$ cat src/rtl/spb_pkg.sv
// ----------------------------------------------------------------------------
// spb_pkg
// shared types and constants of the shortest palindrome builder
// ----------------------------------------------------------------------------
`default_nettype none

package spb_pkg;

  localparam int CHAR_W = 8;

  typedef enum logic [2:0] {
    ST_IDLE,
    ST_SEED,
    ST_MIRROR,
    ST_PROBE,
    ST_CHECK,
    ST_PLAN,
    ST_EMIT
  } state_t;

endpackage

`default_nettype wire

$ cat src/rtl/spb_char_mem.sv
// ----------------------------------------------------------------------------
// spb_char_mem
// byte store of the string: one write port, two registered read ports
// ----------------------------------------------------------------------------
`default_nettype none

module spb_char_mem #(
  parameter int MAX_LEN = 32,
  localparam int ADDR_W = (MAX_LEN > 1) ? $clog2(MAX_LEN) : 1
) (
  input  wire logic                       clk,
  input  wire logic                       we,
  input  wire logic [ADDR_W-1:0]          waddr,
  input  wire logic [spb_pkg::CHAR_W-1:0] wdata,
  input  wire logic                       re,
  input  wire logic [ADDR_W-1:0]          raddr_a,
  input  wire logic [ADDR_W-1:0]          raddr_b,
  output logic      [spb_pkg::CHAR_W-1:0] q_a,
  output logic      [spb_pkg::CHAR_W-1:0] q_b
);
  import spb_pkg::*;

  logic [CHAR_W-1:0] mem [MAX_LEN];

  always_ff @(posedge clk) begin
    if (we) begin
      mem[waddr] <= wdata;
    end
  end

  // both ports read together; the data arrives in the following cycle
  always_ff @(posedge clk) begin
    if (re) begin
      q_a <= mem[raddr_a];
      q_b <= mem[raddr_b];
    end
  end

endmodule

`default_nettype wire

$ cat src/rtl/shortest_palindrome_builder.sv
// ----------------------------------------------------------------------------
// shortest_palindrome_builder
// builds the shortest palindrome by prepending bytes to a stored string
// ----------------------------------------------------------------------------
// usage
//   input: a byte transfer happens on a rising edge with start high and busy
//   low. bytes are stored one per cycle; last_in marks the final byte. bytes
//   beyond MAX_LEN are dropped and flagged on overflow of every result.
//   after the final byte busy rises while the block runs a manacher pass over
//   the separated string (2n+1 positions). each position takes a seed step,
//   a mirror step when it reuses a mirror radius, and a probe and a check
//   step per compare (a char store read, then the check). the radii live in
//   a synchronous memory, written at a position's end and read only for
//   later positions. the pass ends in a planning step, then one byte per
//   cycle is read out: the bytes after the longest palindromic prefix in
//   reverse, then the whole string. valid strobes each result for exactly
//   one cycle, the final one with last_out; the receiver cannot stall, so
//   emission never pauses. the first result follows the planning step
//   through the read-out state and the registered char store read; the last
//   one comes with busy already low in the same cycle. busy stays high through
//   the pass and a read-out of n to 2n-1 result bytes for a string of n bytes.
//   reset (synchronous, active high) clears the fill count, the overflow
//   flag, the state and the strobe; the stores need no clearing.
// ----------------------------------------------------------------------------
`default_nettype none

module shortest_palindrome_builder #(
  parameter int MAX_LEN = 32
) (
  input  wire logic                       clk,
  input  wire logic                       rst,
  input  wire logic                       start,
  output logic                            busy,
  input  wire logic [spb_pkg::CHAR_W-1:0] char_in,
  input  wire logic                       last_in,
  output logic                            valid,
  output logic      [spb_pkg::CHAR_W-1:0] char_out,
  output logic                            last_out,
  output logic                            overflow
);
  import spb_pkg::*;

  localparam int CNT_W     = $clog2(MAX_LEN + 1);
  localparam int ADDR_W    = (MAX_LEN > 1) ? $clog2(MAX_LEN) : 1;
  localparam int RAD_DEPTH = 2 * MAX_LEN + 2;
  localparam int RAD_AW    = $clog2(RAD_DEPTH);
  localparam int POS_W     = $clog2(2 * MAX_LEN + 3);

  // control state
  state_t state, state_next;
  logic [CNT_W-1:0] count;
  logic             ovf;

  // string length and manacher pass registers
  logic [CNT_W-1:0] n;
  logic [POS_W-1:0] pos;
  logic [POS_W-1:0] rad;
  logic [POS_W-1:0] center;
  logic [POS_W-1:0] right;
  logic [POS_W-1:0] best;
  logic             chk_inr;   // both probe positions inside the separated string
  logic             chk_sep;   // both probe positions are separators

  // emission registers
  logic [CNT_W-1:0]  pre;
  logic [ADDR_W-1:0] k;
  logic              rev;

  // radius memory
  logic [POS_W-1:0] rad_mem [RAD_DEPTH];
  logic [POS_W-1:0] rad_q;
  logic             rad_re;
  logic             rad_we;
  logic [RAD_AW-1:0] rad_raddr;

  // char store port signals
  logic              cm_we;
  logic              cm_re;
  logic [ADDR_W-1:0] cm_raddr_a;
  logic [ADDR_W-1:0] cm_raddr_b;
  logic [CHAR_W-1:0] cm_q_a;
  logic [CHAR_W-1:0] cm_q_b;

  // derived values
  logic              accept;
  logic [POS_W-1:0]  tlen;        // 2n+2
  logic [POS_W-1:0]  last_pos;    // 2n+1
  logic [POS_W:0]    mirror;
  logic [POS_W-1:0]  lim;
  logic [POS_W-1:0]  probe_a;
  logic [POS_W:0]    probe_b;
  logic [POS_W:0]    reach;
  logic              match;
  logic [CNT_W-1:0]  n_m1;
  logic              emit_done;
  logic              rev_done;

  assign accept   = start && !busy;
  assign tlen     = (POS_W'(n) << 1) + POS_W'(2);
  assign last_pos = (POS_W'(n) << 1) + POS_W'(1);
  assign mirror   = ({1'b0, center} << 1) - {1'b0, pos};
  assign lim      = right - pos;
  assign probe_a  = pos - rad;
  assign probe_b  = {1'b0, pos} + {1'b0, rad};
  assign reach    = {1'b0, pos} + {1'b0, rad};
  assign match    = chk_inr && (chk_sep || (cm_q_a == cm_q_b));
  assign n_m1     = n - CNT_W'(1);
  assign emit_done = !rev && (CNT_W'(k) == n_m1);
  assign rev_done  = rev && (CNT_W'(k) == pre);

  spb_char_mem #(
    .MAX_LEN(MAX_LEN)
  ) u_char_mem (
    .clk    (clk),
    .we     (cm_we),
    .waddr  (ADDR_W'(count)),
    .wdata  (char_in),
    .re     (cm_re),
    .raddr_a(cm_raddr_a),
    .raddr_b(cm_raddr_b),
    .q_a    (cm_q_a),
    .q_b    (cm_q_b)
  );

  assign char_out = cm_q_a;

  // radius memory: written when a position settles, read for its mirror
  always_ff @(posedge clk) begin
    if (rad_we) begin
      rad_mem[RAD_AW'(pos)] <= rad;
    end
  end

  always_ff @(posedge clk) begin
    if (rad_re) begin
      rad_q <= rad_mem[rad_raddr];
    end
  end

  // next state
  always_comb begin
    state_next = state;
    unique case (state)
      ST_IDLE: begin
        if (accept && last_in) begin
          state_next = ST_SEED;
        end
      end
      ST_SEED: begin
        state_next = (pos < right) ? ST_MIRROR : ST_PROBE;
      end
      ST_MIRROR: state_next = ST_PROBE;
      ST_PROBE:  state_next = ST_CHECK;
      ST_CHECK: begin
        if (match) begin
          state_next = ST_PROBE;
        end else if (pos == last_pos) begin
          state_next = ST_PLAN;
        end else begin
          state_next = ST_SEED;
        end
      end
      ST_PLAN: state_next = ST_EMIT;
      ST_EMIT: begin
        if (emit_done) begin
          state_next = ST_IDLE;
        end
      end
      default: state_next = ST_IDLE;
    endcase
  end

  // control outputs and memory ports
  always_comb begin
    busy       = (state != ST_IDLE);
    cm_we      = 1'b0;
    cm_re      = 1'b0;
    cm_raddr_a = k;
    cm_raddr_b = k;
    rad_re     = 1'b0;
    rad_we     = 1'b0;
    rad_raddr  = RAD_AW'(mirror);
    unique case (state)
      ST_IDLE: begin
        cm_we = accept && (count < CNT_W'(MAX_LEN));
      end
      ST_SEED: begin
        rad_re = (pos < right);
      end
      ST_PROBE: begin
        // even text position p holds byte (p-2)/2; stray addresses are masked later
        cm_re      = 1'b1;
        cm_raddr_a = ADDR_W'((probe_a - POS_W'(2)) >> 1);
        cm_raddr_b = ADDR_W'((probe_b - (POS_W + 1)'(2)) >> 1);
      end
      ST_CHECK: begin
        rad_we = !match;
      end
      ST_EMIT: begin
        cm_re = 1'b1;
      end
      default: begin
      end
    endcase
  end

  // datapath and control registers
  always_ff @(posedge clk) begin
    if (rst) begin
      state <= ST_IDLE;
      count <= '0;
      ovf   <= 1'b0;
      valid <= 1'b0;
    end else begin
      state <= state_next;
      valid <= (state == ST_EMIT);
      unique case (state)
        ST_IDLE: begin
          if (accept) begin
            if (count < CNT_W'(MAX_LEN)) begin
              count <= count + CNT_W'(1);
              n     <= count + CNT_W'(1);
            end else begin
              ovf <= 1'b1;
              n   <= count;
            end
            pos    <= POS_W'(1);
            center <= '0;
            right  <= '0;
            best   <= '0;
          end
        end
        ST_SEED: begin
          if (!(pos < right)) begin
            rad <= POS_W'(1);
          end
        end
        ST_MIRROR: begin
          rad <= (rad_q > lim) ? lim : rad_q;
        end
        ST_PROBE: begin
          chk_inr <= (probe_a != '0) && (probe_b < {1'b0, tlen});
          chk_sep <= probe_a[0];
        end
        ST_CHECK: begin
          if (match) begin
            rad <= rad + POS_W'(1);
          end else begin
            if ({1'b0, right} < reach) begin
              center <= pos;
              right  <= POS_W'(reach);
            end
            // radius touching the left border gives a palindromic prefix
            if ((probe_a < POS_W'(2)) && (rad > best)) begin
              best <= rad;
            end
            pos <= pos + POS_W'(1);
          end
        end
        ST_PLAN: begin
          if (best < POS_W'(2)) begin
            pre <= CNT_W'(1);
            rev <= (CNT_W'(1) < n);
            k   <= (CNT_W'(1) < n) ? ADDR_W'(n_m1) : '0;
          end else begin
            pre <= CNT_W'(best - POS_W'(1));
            rev <= (CNT_W'(best - POS_W'(1)) < n);
            k   <= (CNT_W'(best - POS_W'(1)) < n) ? ADDR_W'(n_m1) : '0;
          end
        end
        ST_EMIT: begin
          last_out <= emit_done;
          overflow <= ovf;
          if (rev_done) begin
            rev <= 1'b0;
            k   <= '0;
          end else if (rev) begin
            k <= k - ADDR_W'(1);
          end else if (emit_done) begin
            count <= '0;
            ovf   <= 1'b0;
          end else begin
            k <= k + ADDR_W'(1);
          end
        end
        default: begin
        end
      endcase
    end
  end

  // a result only follows a read-out cycle
  a_valid_after_emit: assert property (@(posedge clk) disable iff (rst)
    valid |-> $past(state == ST_EMIT))
    else $error("result strobe without a read-out cycle");

  // the compare step always sees the read data of a probe issued just before
  a_check_after_probe: assert property (@(posedge clk) disable iff (rst)
    (state == ST_CHECK) |-> $past(state == ST_PROBE))
    else $error("compare without a preceding probe read");

  // fill count never passes the store depth
  a_count_bound: assert property (@(posedge clk) disable iff (rst)
    count <= CNT_W'(MAX_LEN))
    else $error("fill count beyond store depth");

  // the final byte of a palindrome returns the block to idle
  a_last_idle: assert property (@(posedge clk) disable iff (rst)
    (valid && last_out) |-> (state == ST_IDLE && count == '0 && !ovf))
    else $error("final result without return to idle");

endmodule

`default_nettype wire
$ cat config.mk
export PLATFORM = sky130hd
export DESIGN_NAME = shortest_palindrome_builder
export DESIGN_NICKNAME = d
export VERILOG_FILES = /design/src/rtl/spb_pkg.sv /design/src/rtl/spb_char_mem.sv /design/src/rtl/shortest_palindrome_builder.sv
export SDC_FILE = /design/constraint.sdc
export NUM_CORES = 1
export LEC_CHECK = 0
export BUFFER_PORTS_ARGS = -buffer_cell sky130_fd_sc_hd__buf_4
export CAP_MARGIN = 20
export CORE_MARGIN = 3
export CORE_UTILIZATION = 63
export DETAILED_ROUTE_END_ITERATION = 8
export MAX_ROUTING_LAYER = met4
export PLACE_DENSITY_LB_ADDON = 0.25
export SLEW_MARGIN = 10
export SYNTH_ARGS = -nofsm -noshare
export SYNTH_HDL_FRONTEND = slang
export SYNTH_SLANG_ARGS = --single-unit
$ cat constraint.sdc
create_clock -name clk -period 5.3 [get_ports clk]
set_input_delay 0.265 -clock clk [delete_from_list [all_inputs] [get_ports clk]]
set_output_delay 0.265 -clock clk [all_outputs]
set_load 0.02 [all_outputs]
== Word level (Yosys, flattened, before mapping) ==
Memory sizes are Yosys's and may differ from the RTL's. A register that Yosys moved wholly into a read port is not among the register bits.
Cells that the tools add are included.
Storage, ports and cells
  input bits: 12
  word-level logic and storage cells: 156
  output and inout port bits: 12
  bits in registers: 67
  memories: 2
  RAM bits: 718
Memory list
  rad_mem: words 66, width 7, rd ports 1, clocked after Yosys merged registers in 1, write ports 1, RTL line shortest_palindrome_builder.sv:70  | logic [POS_W-1:0] rad_mem [RAD_DEPTH];
  u_char_mem.mem: words 32, width 8, rd ports 2, clocked after Yosys merged registers in 2, write ports 1, RTL line spb_char_mem.sv:23  | logic [CHAR_W-1:0] mem [MAX_LEN];
Cells by class
  bitwise gates (word level): 1
  mux-type cells: 55
  add/subtract/negate cells: 15
  $lt $le $gt $ge: 10
  equality and inequality tests: 23
  reductions and logical operators: 33
Operators by type and width (number)
  $mux W7: 10
  $mux W6: 7
  $pmux W7 S2: 3
  $mux W5: 8
  $ne A2 B2 Y1 const B: 12
  $pmux W6 S2: 2
  $add A7 B1 Y7 const B: 3
  $pmux W3 S7: 1
  $pmux W7 S3: 1
  $sub A7 B7 Y7: 3
  $mux W1: 16
  $reduce_and A5 Y1: 3
  $gt A7 B7 Y1: 2
  $lt A7 B2 Y1 const B: 2
  $eq A5 B6 Y1: 2
  $mux W3: 4
  $sub A6 B1 Y6 const B: 2
  $sub A6 B2 Y6 const B: 2
  $pmux W5 S2: 1
  $eq A3 B3 Y1 const B: 3
  $reduce_and A3 Y1: 3
  $add A7 B7 Y8: 1
  $eq A8 B8 Y1: 1
  $logic_and A1 B1 Y1: 8
  26 further kinds: 37

== Longest topological paths before layout ==
Gate-level depths: netlist (run 1).
  depth after elaboration: 7
  depth in mapped cells: 17
  mapped depth without buffers: 17

== By module ==
Synthesis (run 1) repeated with hierarchy kept, for this count alone.
Second synthesis, totals
  cell total of the unflattened synthesis: 1919
  area total of the unflattened synthesis: 36102.1 sq um
By module, submodules not included
  shortest_palindrome_builder: seq. area each 15985.3 sq um, area an instance 23734.0 sq um, cells each 1387, times used 1
  spb_char_mem: seq. area each 8167.8 sq um, area an instance 12368.1 sq um, cells each 532, times used 1

== Worst setup path after synthesis (run 1) ==
Ideal clock, no wire load.
  path type: reg2reg
  from: reg rad[0]
  to: reg u_char_mem.q_b[3] in the netlist's numbering (read register of u_char_mem.mem), data pin
  data arrival time: 3.977 ns
  data required time: 5.040 ns
  path slack: 1.064 ns
  setup time: 0.260 ns
  stages on the path, launching flop included: 14
  path buffers: 2
  period minus slack after synthesis: 4.236 ns
  path through: edfxtp_1 > ha_1 > inv_1 > fa_1 > xnor2_1 > ha_1 > mux2i_1 > buf_2 > buf_2 > mux2i_1 > mux2i_1 > mux2i_1 > mux2i_1 > mux2_2
On the way
  longest elaborated chain between the ends: 3
RTL lines
  start, declared: RTL line shortest_palindrome_builder.sv:57  | logic [POS_W-1:0] rad;
  start signal, assigned: RTL line shortest_palindrome_builder.sv:239  | rad <= (rad_q > lim) ? lim : rad_q;
  start signal, assigned: RTL line shortest_palindrome_builder.sv:247  | rad <= rad + POS_W'(1);
  $add A7 B7 Y8: RTL line shortest_palindrome_builder.sv:104  | assign probe_b = {1'b0, pos} + {1'b0, rad};
  $sub A6 B2 Y6: RTL line shortest_palindrome_builder.sv:194  | cm_raddr_b = ADDR_W'((probe_b - (POS_W + 1)'(2)) >> 1);
  $mux W5: RTL line shortest_palindrome_builder.sv:183  | unique case (state)
  end, declared: RTL line spb_char_mem.sv:19  | output logic [spb_pkg::CHAR_W-1:0] q_b
Every way passes these cells.
A chain may end at the register's enable or synchronous reset.

== Final worst setup path (run 1) ==
  from: reg pos[1]
  to: reg u_char_mem.q_b[4] in the netlist's numbering (read register of u_char_mem.mem), data pin
On the way
  longest elaborated chain between the ends: 3
RTL lines
  start, declared: RTL line shortest_palindrome_builder.sv:56  | logic [POS_W-1:0] pos;
  start signal, assigned: RTL line shortest_palindrome_builder.sv:257  | pos <= pos + POS_W'(1);
  $add A7 B7 Y8: RTL line shortest_palindrome_builder.sv:104
  $sub A6 B2 Y6: RTL line shortest_palindrome_builder.sv:194
  $mux W5: RTL line shortest_palindrome_builder.sv:183
Every way passes these cells.

==> results of run 1 <==
-- area by class of cell --
class | instances | share of cell area, %
Sequential cell | 808 | 58.2
Multi-Input combinational cell | 1300 | 30.8
Clock buffer | 100 | 5.16
Tap cell | 773 | 2.33
Timing Repair Buffer | 71 | 1.53
Clock inverter | 52 | 1.31
Inverter | 75 | 0.678
Antenna cell | 1 | 0.00603
-- power by group through the flow --
stage / Sequential (µW) / Combinational, µW / Clock [µW]
global placement: 7410 / 2010 / 0
finish: 7290 / 2100 / 5770
detailed placement: 7420 / 2060 / 0
global route: 7290 / 2250 / 6110
CTS: 7280 / 2080 / 5840
floorplan: 7470 / 1370 / 0
-- flip-flops by register name, indices dropped and copies added (netlist names) --
| register | cells |
|---|---|
| best | 7 |
| chk_inr | 1 |
| chk_sep | 1 |
| state | 3 |
| ovf | 1 |
| k | 5 |
| last_out | 1 |
| right | 7 |
| n | 6 |
| count | 6 |
| rad_mem | 462 |
| u_char_mem.mem | 256 |
| pos | 7 |
| u_char_mem.q_b | 8 |
| valid | 1 |
| u_char_mem.q_a | 8 |
| center | 6 |
| rad | 7 |
| rad_q | 7 |
| pre | 6 |
| overflow | 1 |
| rev | 1 |
-- critical path: stages, from the launching register on --
cell      delay (ps)
edfxtp_1         610
inv_1            300
fa_1             520
xnor2_1          480
ha_1             360
mux2i_4          180
buf_4            640
mux2i_1          320
mux2i_1          100
mux2i_1          240
mux2i_1          180
mux2_2           330
-- through the flow --
step / hold WS [ps] / utilization, % / instance area [µm²] / power [µW]
after global routing: 59.6 / 70.2 / 41500 / 15600
after global placement: 423 / 65.7 / 38800 / 9420
final: 64.9 / 70.2 / 41500 / 15200
after detailed placement: 433 / 65.7 / 38800 / 9480
after CTS: 30.9 / 70.2 / 41500 / 15200
after floorplan: 364 / - / 37800 / 8840
-- layer usage --
metal / GRT usage [%] / vias to the layer above / part of all wire (%)
li1: - / 9082 / -
met1: 36.9 / 10600 / 40
met2: 46.5 / 901 / 50
met3: 4.25 / 209 / 6.9
met4: 11.3 / 0 / 3.9
met5: - / - / 0
-- path summary, 6_finish.rpt --
path         cells past startpoint    from                end
min                              3   start                ovf
max                             11  pos[1]  u_char_mem.q_b[4]
min reg2reg                      0     ovf           overflow
max reg2reg                     11  pos[1]  u_char_mem.q_b[4]
-- cell usage in the layout (no fill, tap or decap), types with 9 or more instances in the layout --
cell       count
mux4_2       126
o211ai_1      18
o21ai_0       14
buf_4         62
inv_1         73
a21oi_1       27
o21a_1        13
nand2b_1      11
bufinv_16     10
nor2_1       159
nand2_1       36
nand3_1       42
clkinv_1      17
clkbuf_16     83
dfxtp_1       11
xnor2_1       44
clkinv_2      18
nor3_1        11
clkbuf_1      17
xor2_1        24
nor2b_1       13
edfxtp_1     797
a21o_1         9
or3_1         13
mux2i_1      513
mux2_2        41
ha_1          70
-- cells by family after synthesis --
kind of cell | Yosys count | synth area share, %
AOI/OAI and AO/OA | 149 | 2.98
xor gates and xnor gates | 72 | 1.76
adders and majority gates | 75 | 2.58
buffers and inverters | 197 | 2.40
DFF | 808 | 63.9
muxes | 682 | 22.4
and+or+nand+nor | 322 | 3.96
==> results.py, run 1 <==
metrics = {
    "outcome": {
        "status": "complete, no violations",
    },
    "logic_synthesis": {
        "syn_inst": 2305,
        "ys_seq_area_share_pct": 63.9,
        "synth_edf_count": 797,
        "yosysWarnings": 0,
        "yosys.area.top_type": "edfxtp_1",
        "synth_top_area_share_pct": 63.4,
        "ys_types": 73,
        "synthTopCellsByArea": "edfxtp_1 (63%), mux2i_1 (14%), mux4_2 (7.5%)",
        "ys_ff_latch": 808,
        "synth_top_cells_by_count": "edfxtp_1 (797), mux2i_1 (515), nor2_1 (159)",
        "synthArstFlopShare_pct": 0,
        "synth_nets": 2392,
        "synthFlopType": "edfxtp_1",
        "syn_area_per_cell_um2": 16.4,
        "synth_area_um2": 37800,
        "yosysMostFrequentCell": "edfxtp_1",
    },
    "floorplan": {
        "dieArea_um2": 62900,
        "placementRows": 89,
        "core_area_um2": 59100,
        "num_io_pins": 24,
        "start_util_pct": 63.9,
        "chipWidth_um": 251,
        "die_h_um": 251,
    },
    "timing": {
        "slew_violations": 0,
        "fin_skew_ps": 24.3,
        "period_share_pct": 85.5,
        "period_minus_slack_ps": 4530,
        "max_freq_ghz": 0.221,
        "relSlewSlack_pct": 24.2,
        "rsz0062_at_grt": "false",
        "setup_viol": 0,
        "tns_ps": 0,
        "worstMarginPinSlew_ps": 1130,
        "finalWorstSetupSlack_ps": 768,
        "hold_viol_final": 0,
    },
    "cells_and_area": {
        "seqCellArea_um2": 24200,
        "multiInputGateArea_um2": 12800,
        "drive_above_1_share_pct": 15.8,
        "fill_cells": 3691,
        "nNetsFinal": 2425,
        "final_cells": 3180,
        "layout-area-overhead-vs-synth_pct": 9.92,
    },
    "pwr": {
        "p_seq_share_pct": 48.1,
        "p_leak_uw": 0.0151,
        "combPwrFrac_pct": 13.8,
        "power_switching_uw": 3740,
        "pwr-share-clk_pct": 38.1,
        "ir_worst_vdd_v": 0.000362,
        "pwr_density_cell_nw_per_um2": 365,
        "p_int_uw": 11400,
        "swShare_pct": 24.6,
    },
    "global_route": {
        "grt-ovfl-total": 0,
        "first_global_vias": 21400,
        "grt_pass1_wl_um": 131000,
        "antenna_found_initial": 1,
        "grt_use_total_pct": 28.6,
        "grt_max_degree": 126,
    },
    "place": {
        "place_inst": 3026,
        "dp_worst_setup_slack_ps": 831,
        "gp_congestion": 0.958,
        "dp_hpwl_um": 54200,
        "portBuffers": 23,
    },
    "critical_path": {
        "crit_type": "reg2reg",
        "arrival_ps": 4910,
        "worstSetupStartpointType": "flip-flop",
        "r2r_slack_ps": 770,
        "crit_path_end_kind": "flip-flop",
        "critPathMaxFanout": 46,
        "required_ps": 5680,
    },
    "clock_tree": {
        "clock_path_buffers": 3,
        "cts.sinks": 808,
        "clock-root-buffer": "clkbuf_16",
        "numCtsBuffers": 82,
        "clk_pin_slew_ps": 60,
        "cts.repair.resized": 0,
        "htreeDepth": 3,
        "cts-hold-fix-buffers": 1,
        "cts_tree": "built",
        "clkLatencyLatePin_ps": 630,
        "post_cts_buffers": 0,
    },
    "worst_hold_path": {
        "hp-class": "in2reg",
    },
    "drt": {
        "finalWirelength_um": 85700,
        "drtAntennaViolNets": 0,
        "viasPerCell": 6.53,
        "vias": 20800,
        "post_drt_wl_per_cell_um": 26.9,
        "post-route-drc-count": 0,
        "drt-pass1-iter-count": 5,
        "drt_iter0_markers": 1931,
    },
    "job": {
        "maxCapViolations": 0,
    },
}
Note: power is estimated with default switching activity, not from simulation.
==> run 2: changes to the inputs <==
--- a/config.mk
+++ b/config.mk
@@ -15,4 +15,5 @@
 export SLEW_MARGIN = 10
 export SYNTH_ARGS = -nofsm -noshare
 export SYNTH_HDL_FRONTEND = slang
+export SYNTH_HIERARCHICAL = 1
 export SYNTH_SLANG_ARGS = --single-unit
==> constraint.sdc (replaced) <==
create_clock -name clk -period 5.3 [get_ports clk]
set_input_delay 0.795 -clock clk [delete_from_list [all_inputs] [get_ports clk]]
set_output_delay 0.795 -clock clk [all_outputs]
set_load 0.02 [all_outputs]
==> results.py, run 2 <==
metrics = {
    "outcome": {
        "status": "complete, no violations",
    },
    "critical_path": {
        "crit_cells": 11,
        "crit_path_end_kind": "flip-flop",
        "reg2reg_depth": 11,
        "required_ps": 5660,
        "cp_slowest_cell": "a21oi_4",
        "cp_num_buf_inv": 3,
        "max_stage_delay_ps": 680,
        "worstPathCellList": "inv_1 -> ha_1 -> inv_1 -> fa_1 -> xnor2_1 -> ha_1 -> a21oi_4 -> buf_4 -> mux4_2 -> mux4_2 -> mux2_2",
        "critPathMaxFanout": 15,
        "critical_path.top_delay_family": "multiplexers",
        "worstSetupStartpointType": "flip-flop",
        "arrival_ps": 4750,
        "crit_type": "reg2reg",
    },
    "logic_synthesis": {
        "synthArstFlopShare_pct": 0,
        "yosys.area.top_type": "edfxtp_1",
        "ys_types": 63,
        "syn_area_per_cell_um2": 18.8,
        "synthXorXnorAreaFrac_pct": 1.84,
        "yosys.area_share.simple_pct": 4.24,
        "synthTopCellsByArea": "edfxtp_1 (66%), mux4_2 (19%), ha_1 (2.3%)",
        "synthFlopType": "edfxtp_1",
        "yosys.area_share.adder_pct": 2.60,
        "yosysWarnings": 6,
        "synth_edf_count": 797,
        "syn_inst": 1919,
        "synth_area_um2": 36100,
        "synth_top_area_share_pct": 66.3,
        "synth_compound_gate_area_share_pct": 2.63,
        "synth_top_family_by_area": "multiplexers",
        "ys_seq_area_share_pct": 66.9,
        "yosys-mux-area-fraction_pct": 19.7,
        "yosysMostFrequentCell": "edfxtp_1",
        "synth_nets": 2003,
        "synth_top_cells_by_count": "edfxtp_1 (797), mux4_2 (300), nor2_1 (154)",
        "ys_ff_latch": 808,
    },
    "timing": {
        "hold_viol_final": 0,
        "worstMarginPinSlew_ps": 1230,
        "rsz0062_at_grt": "false",
        "period_minus_slack_ps": 4390,
        "slew_violations": 0,
        "tns_ps": 0,
        "hold_ws_ps": 460,
        "fin_skew_ps": 25.0,
        "relSlewSlack_pct": 17.6,
        "max_freq_ghz": 0.228,
        "setup_viol": 0,
        "period_share_pct": 82.9,
    },
    "pwr": {
        "pwr_density_cell_nw_per_um2": 370,
        "ir_worst_vdd_v": 0.000459,
        "p_leak_uw": 0.0131,
    },
    "cells_and_area": {
        "nNetsFinal": 2056,
        "largest-register": "rad_mem",
        "drive_above_1_share_pct": 26.0,
        "largest_reg_flops": 462,
        "final_cell_mix": "edfxtp_1 (797), mux4_2 (300), nor2_1 (154)",
        "final_common_cell": "edfxtp_1",
        "fill_cells": 3319,
        "final_area_um2": 39900,
        "layout-area-overhead-vs-synth_pct": 10.6,
        "num_antenna_cells": 0,
        "reg_top3": "rad_mem: 462 flops, u_char_mem/mem: 256 flops",
    },
    "drt": {
        "post-route-drc-count": 0,
        "drt-pass1-iter-count": 5,
        "finalWirelength_um": 82400,
        "viasPerCell": 6.79,
        "vias": 19000,
        "drtAntennaViolNets": 0,
        "post_drt_wl_per_cell_um": 29.5,
        "drt_iter0_markers": 1899,
    },
    "worst_hold_path": {
        "min_path_cells": 0,
        "hp-class": "reg2reg",
    },
    "global_route": {
        "grt-ovfl-total": 0,
        "first_global_vias": 19800,
        "grt_max_degree": 126,
        "antenna_found_initial": 0,
        "grt_use_total_pct": 29.0,
        "grt_pass1_wl_um": 125000,
    },
    "floorplan": {
        "dieArea_um2": 60200,
        "num_io_pins": 24,
        "core_area_um2": 56500,
        "placementRows": 87,
        "start_util_pct": 63.9,
        "die_h_um": 245,
        "chipWidth_um": 245,
    },
    "place": {
        "placed_area_um2": 37200,
        "gp_congestion": 0.880,
        "dp_hpwl_um": 49900,
        "portBuffers": 23,
    },
    "clock_tree": {
        "cts.sinks": 808,
        "clock_path_buffers": 3,
        "clkLatencyLatePin_ps": 620,
        "clock-root-buffer": "clkbuf_16",
        "htreeDepth": 3,
        "cts-hold-fix-buffers": 0,
        "numCtsBuffers": 80,
        "post_cts_buffers": 0,
        "cts.repair.resized": 0,
        "clk_pin_slew_ps": 60,
        "cts_tree": "built",
    },
    "job": {
        "maxCapViolations": 0,
    },
}
## run 2: cell types whose count changed after synthesis, sizes merged, moves of 11 or more
| cell | delta |
|---|---|
| mux4 | +174 |
| buf | -21 |
| o22ai | +11 |
| a211oi | +14 |
| o211ai | -17 |
| mux2 | -24 |
| nand3 | -13 |
| mux2i | -500 |
| o21ai | +12 |
## run 2: per-layer routing
layer  track usage [%]  wire [µm]
met3              4.83       6200
met5                 -          0
met2              47.8      42500
met4              11.8       3570
met1              36.7      30100
## run 2: cell type report
type,count,area (µm²),area share (%)
flip-flops and latches,808,24200,60.5
multi-input cells,947,11300,28.2
clock buffers,95,2140,5.36
well taps,756,946,2.37
repair buffers,67,594,1.49
clock inverters,51,582,1.46
inverters,68,255,0.639
## run 2: path summary, 6_finish.rpt
path	slack, ps	start	to
max reg2reg	910	pos[0]	u_char_mem/q_a[5]
min reg2reg	460	ovf	overflow
max	910	pos[0]	u_char_mem/q_a[5]
min	460	ovf	overflow
## run 2: logic make-up after synthesis
logic type,after synthesis
AOI/OAI and AO/OA,144
adders and majority gates,72
buffers and inverters,164
DFF,808
muxes,332
and+or+nand+nor,324
xor gates and xnor gates,75
## run 2: worst register-to-register path, cell delays in order, from the launching register on
cell and delay [ps]:
edfxtp_1 470, inv_1 110, ha_1 160, inv_1 60, fa_1 390, xnor2_1 250
ha_1 310, a21oi_4 680, buf_4 360, mux4_2 550, mux4_2 520, mux2_2 270
## run 2: power by group
| group | internal, µW | leakage (µW) | switching [µW] |
|---|---|---|---|
| sequential | 7170 | 0.00728 | 68.8 |
| combinational | 709 | 0.00447 | 979 |
| clock | 3480 | 0.00132 | 2390 |
| total | 11400 | 0.0131 | 3440 |
## run 2: stage by stage
| stage | utilization, % | worst slack [ps] | total power [µW] | instances |
|---|---|---|---|---|
| finish | 70.7 | 907 | 14800 | 2792 |
| global route | 70.7 | 696 | 15200 | 2792 |
| CTS | 70.6 | 881 | 14900 | 2788 |
| detailed placement | 65.8 | 891 | 9040 | 2642 |
| global placement | 65.8 | 935 | 8980 | 2642 |
| floorplan | - | 527 | 8510 | 1919 |
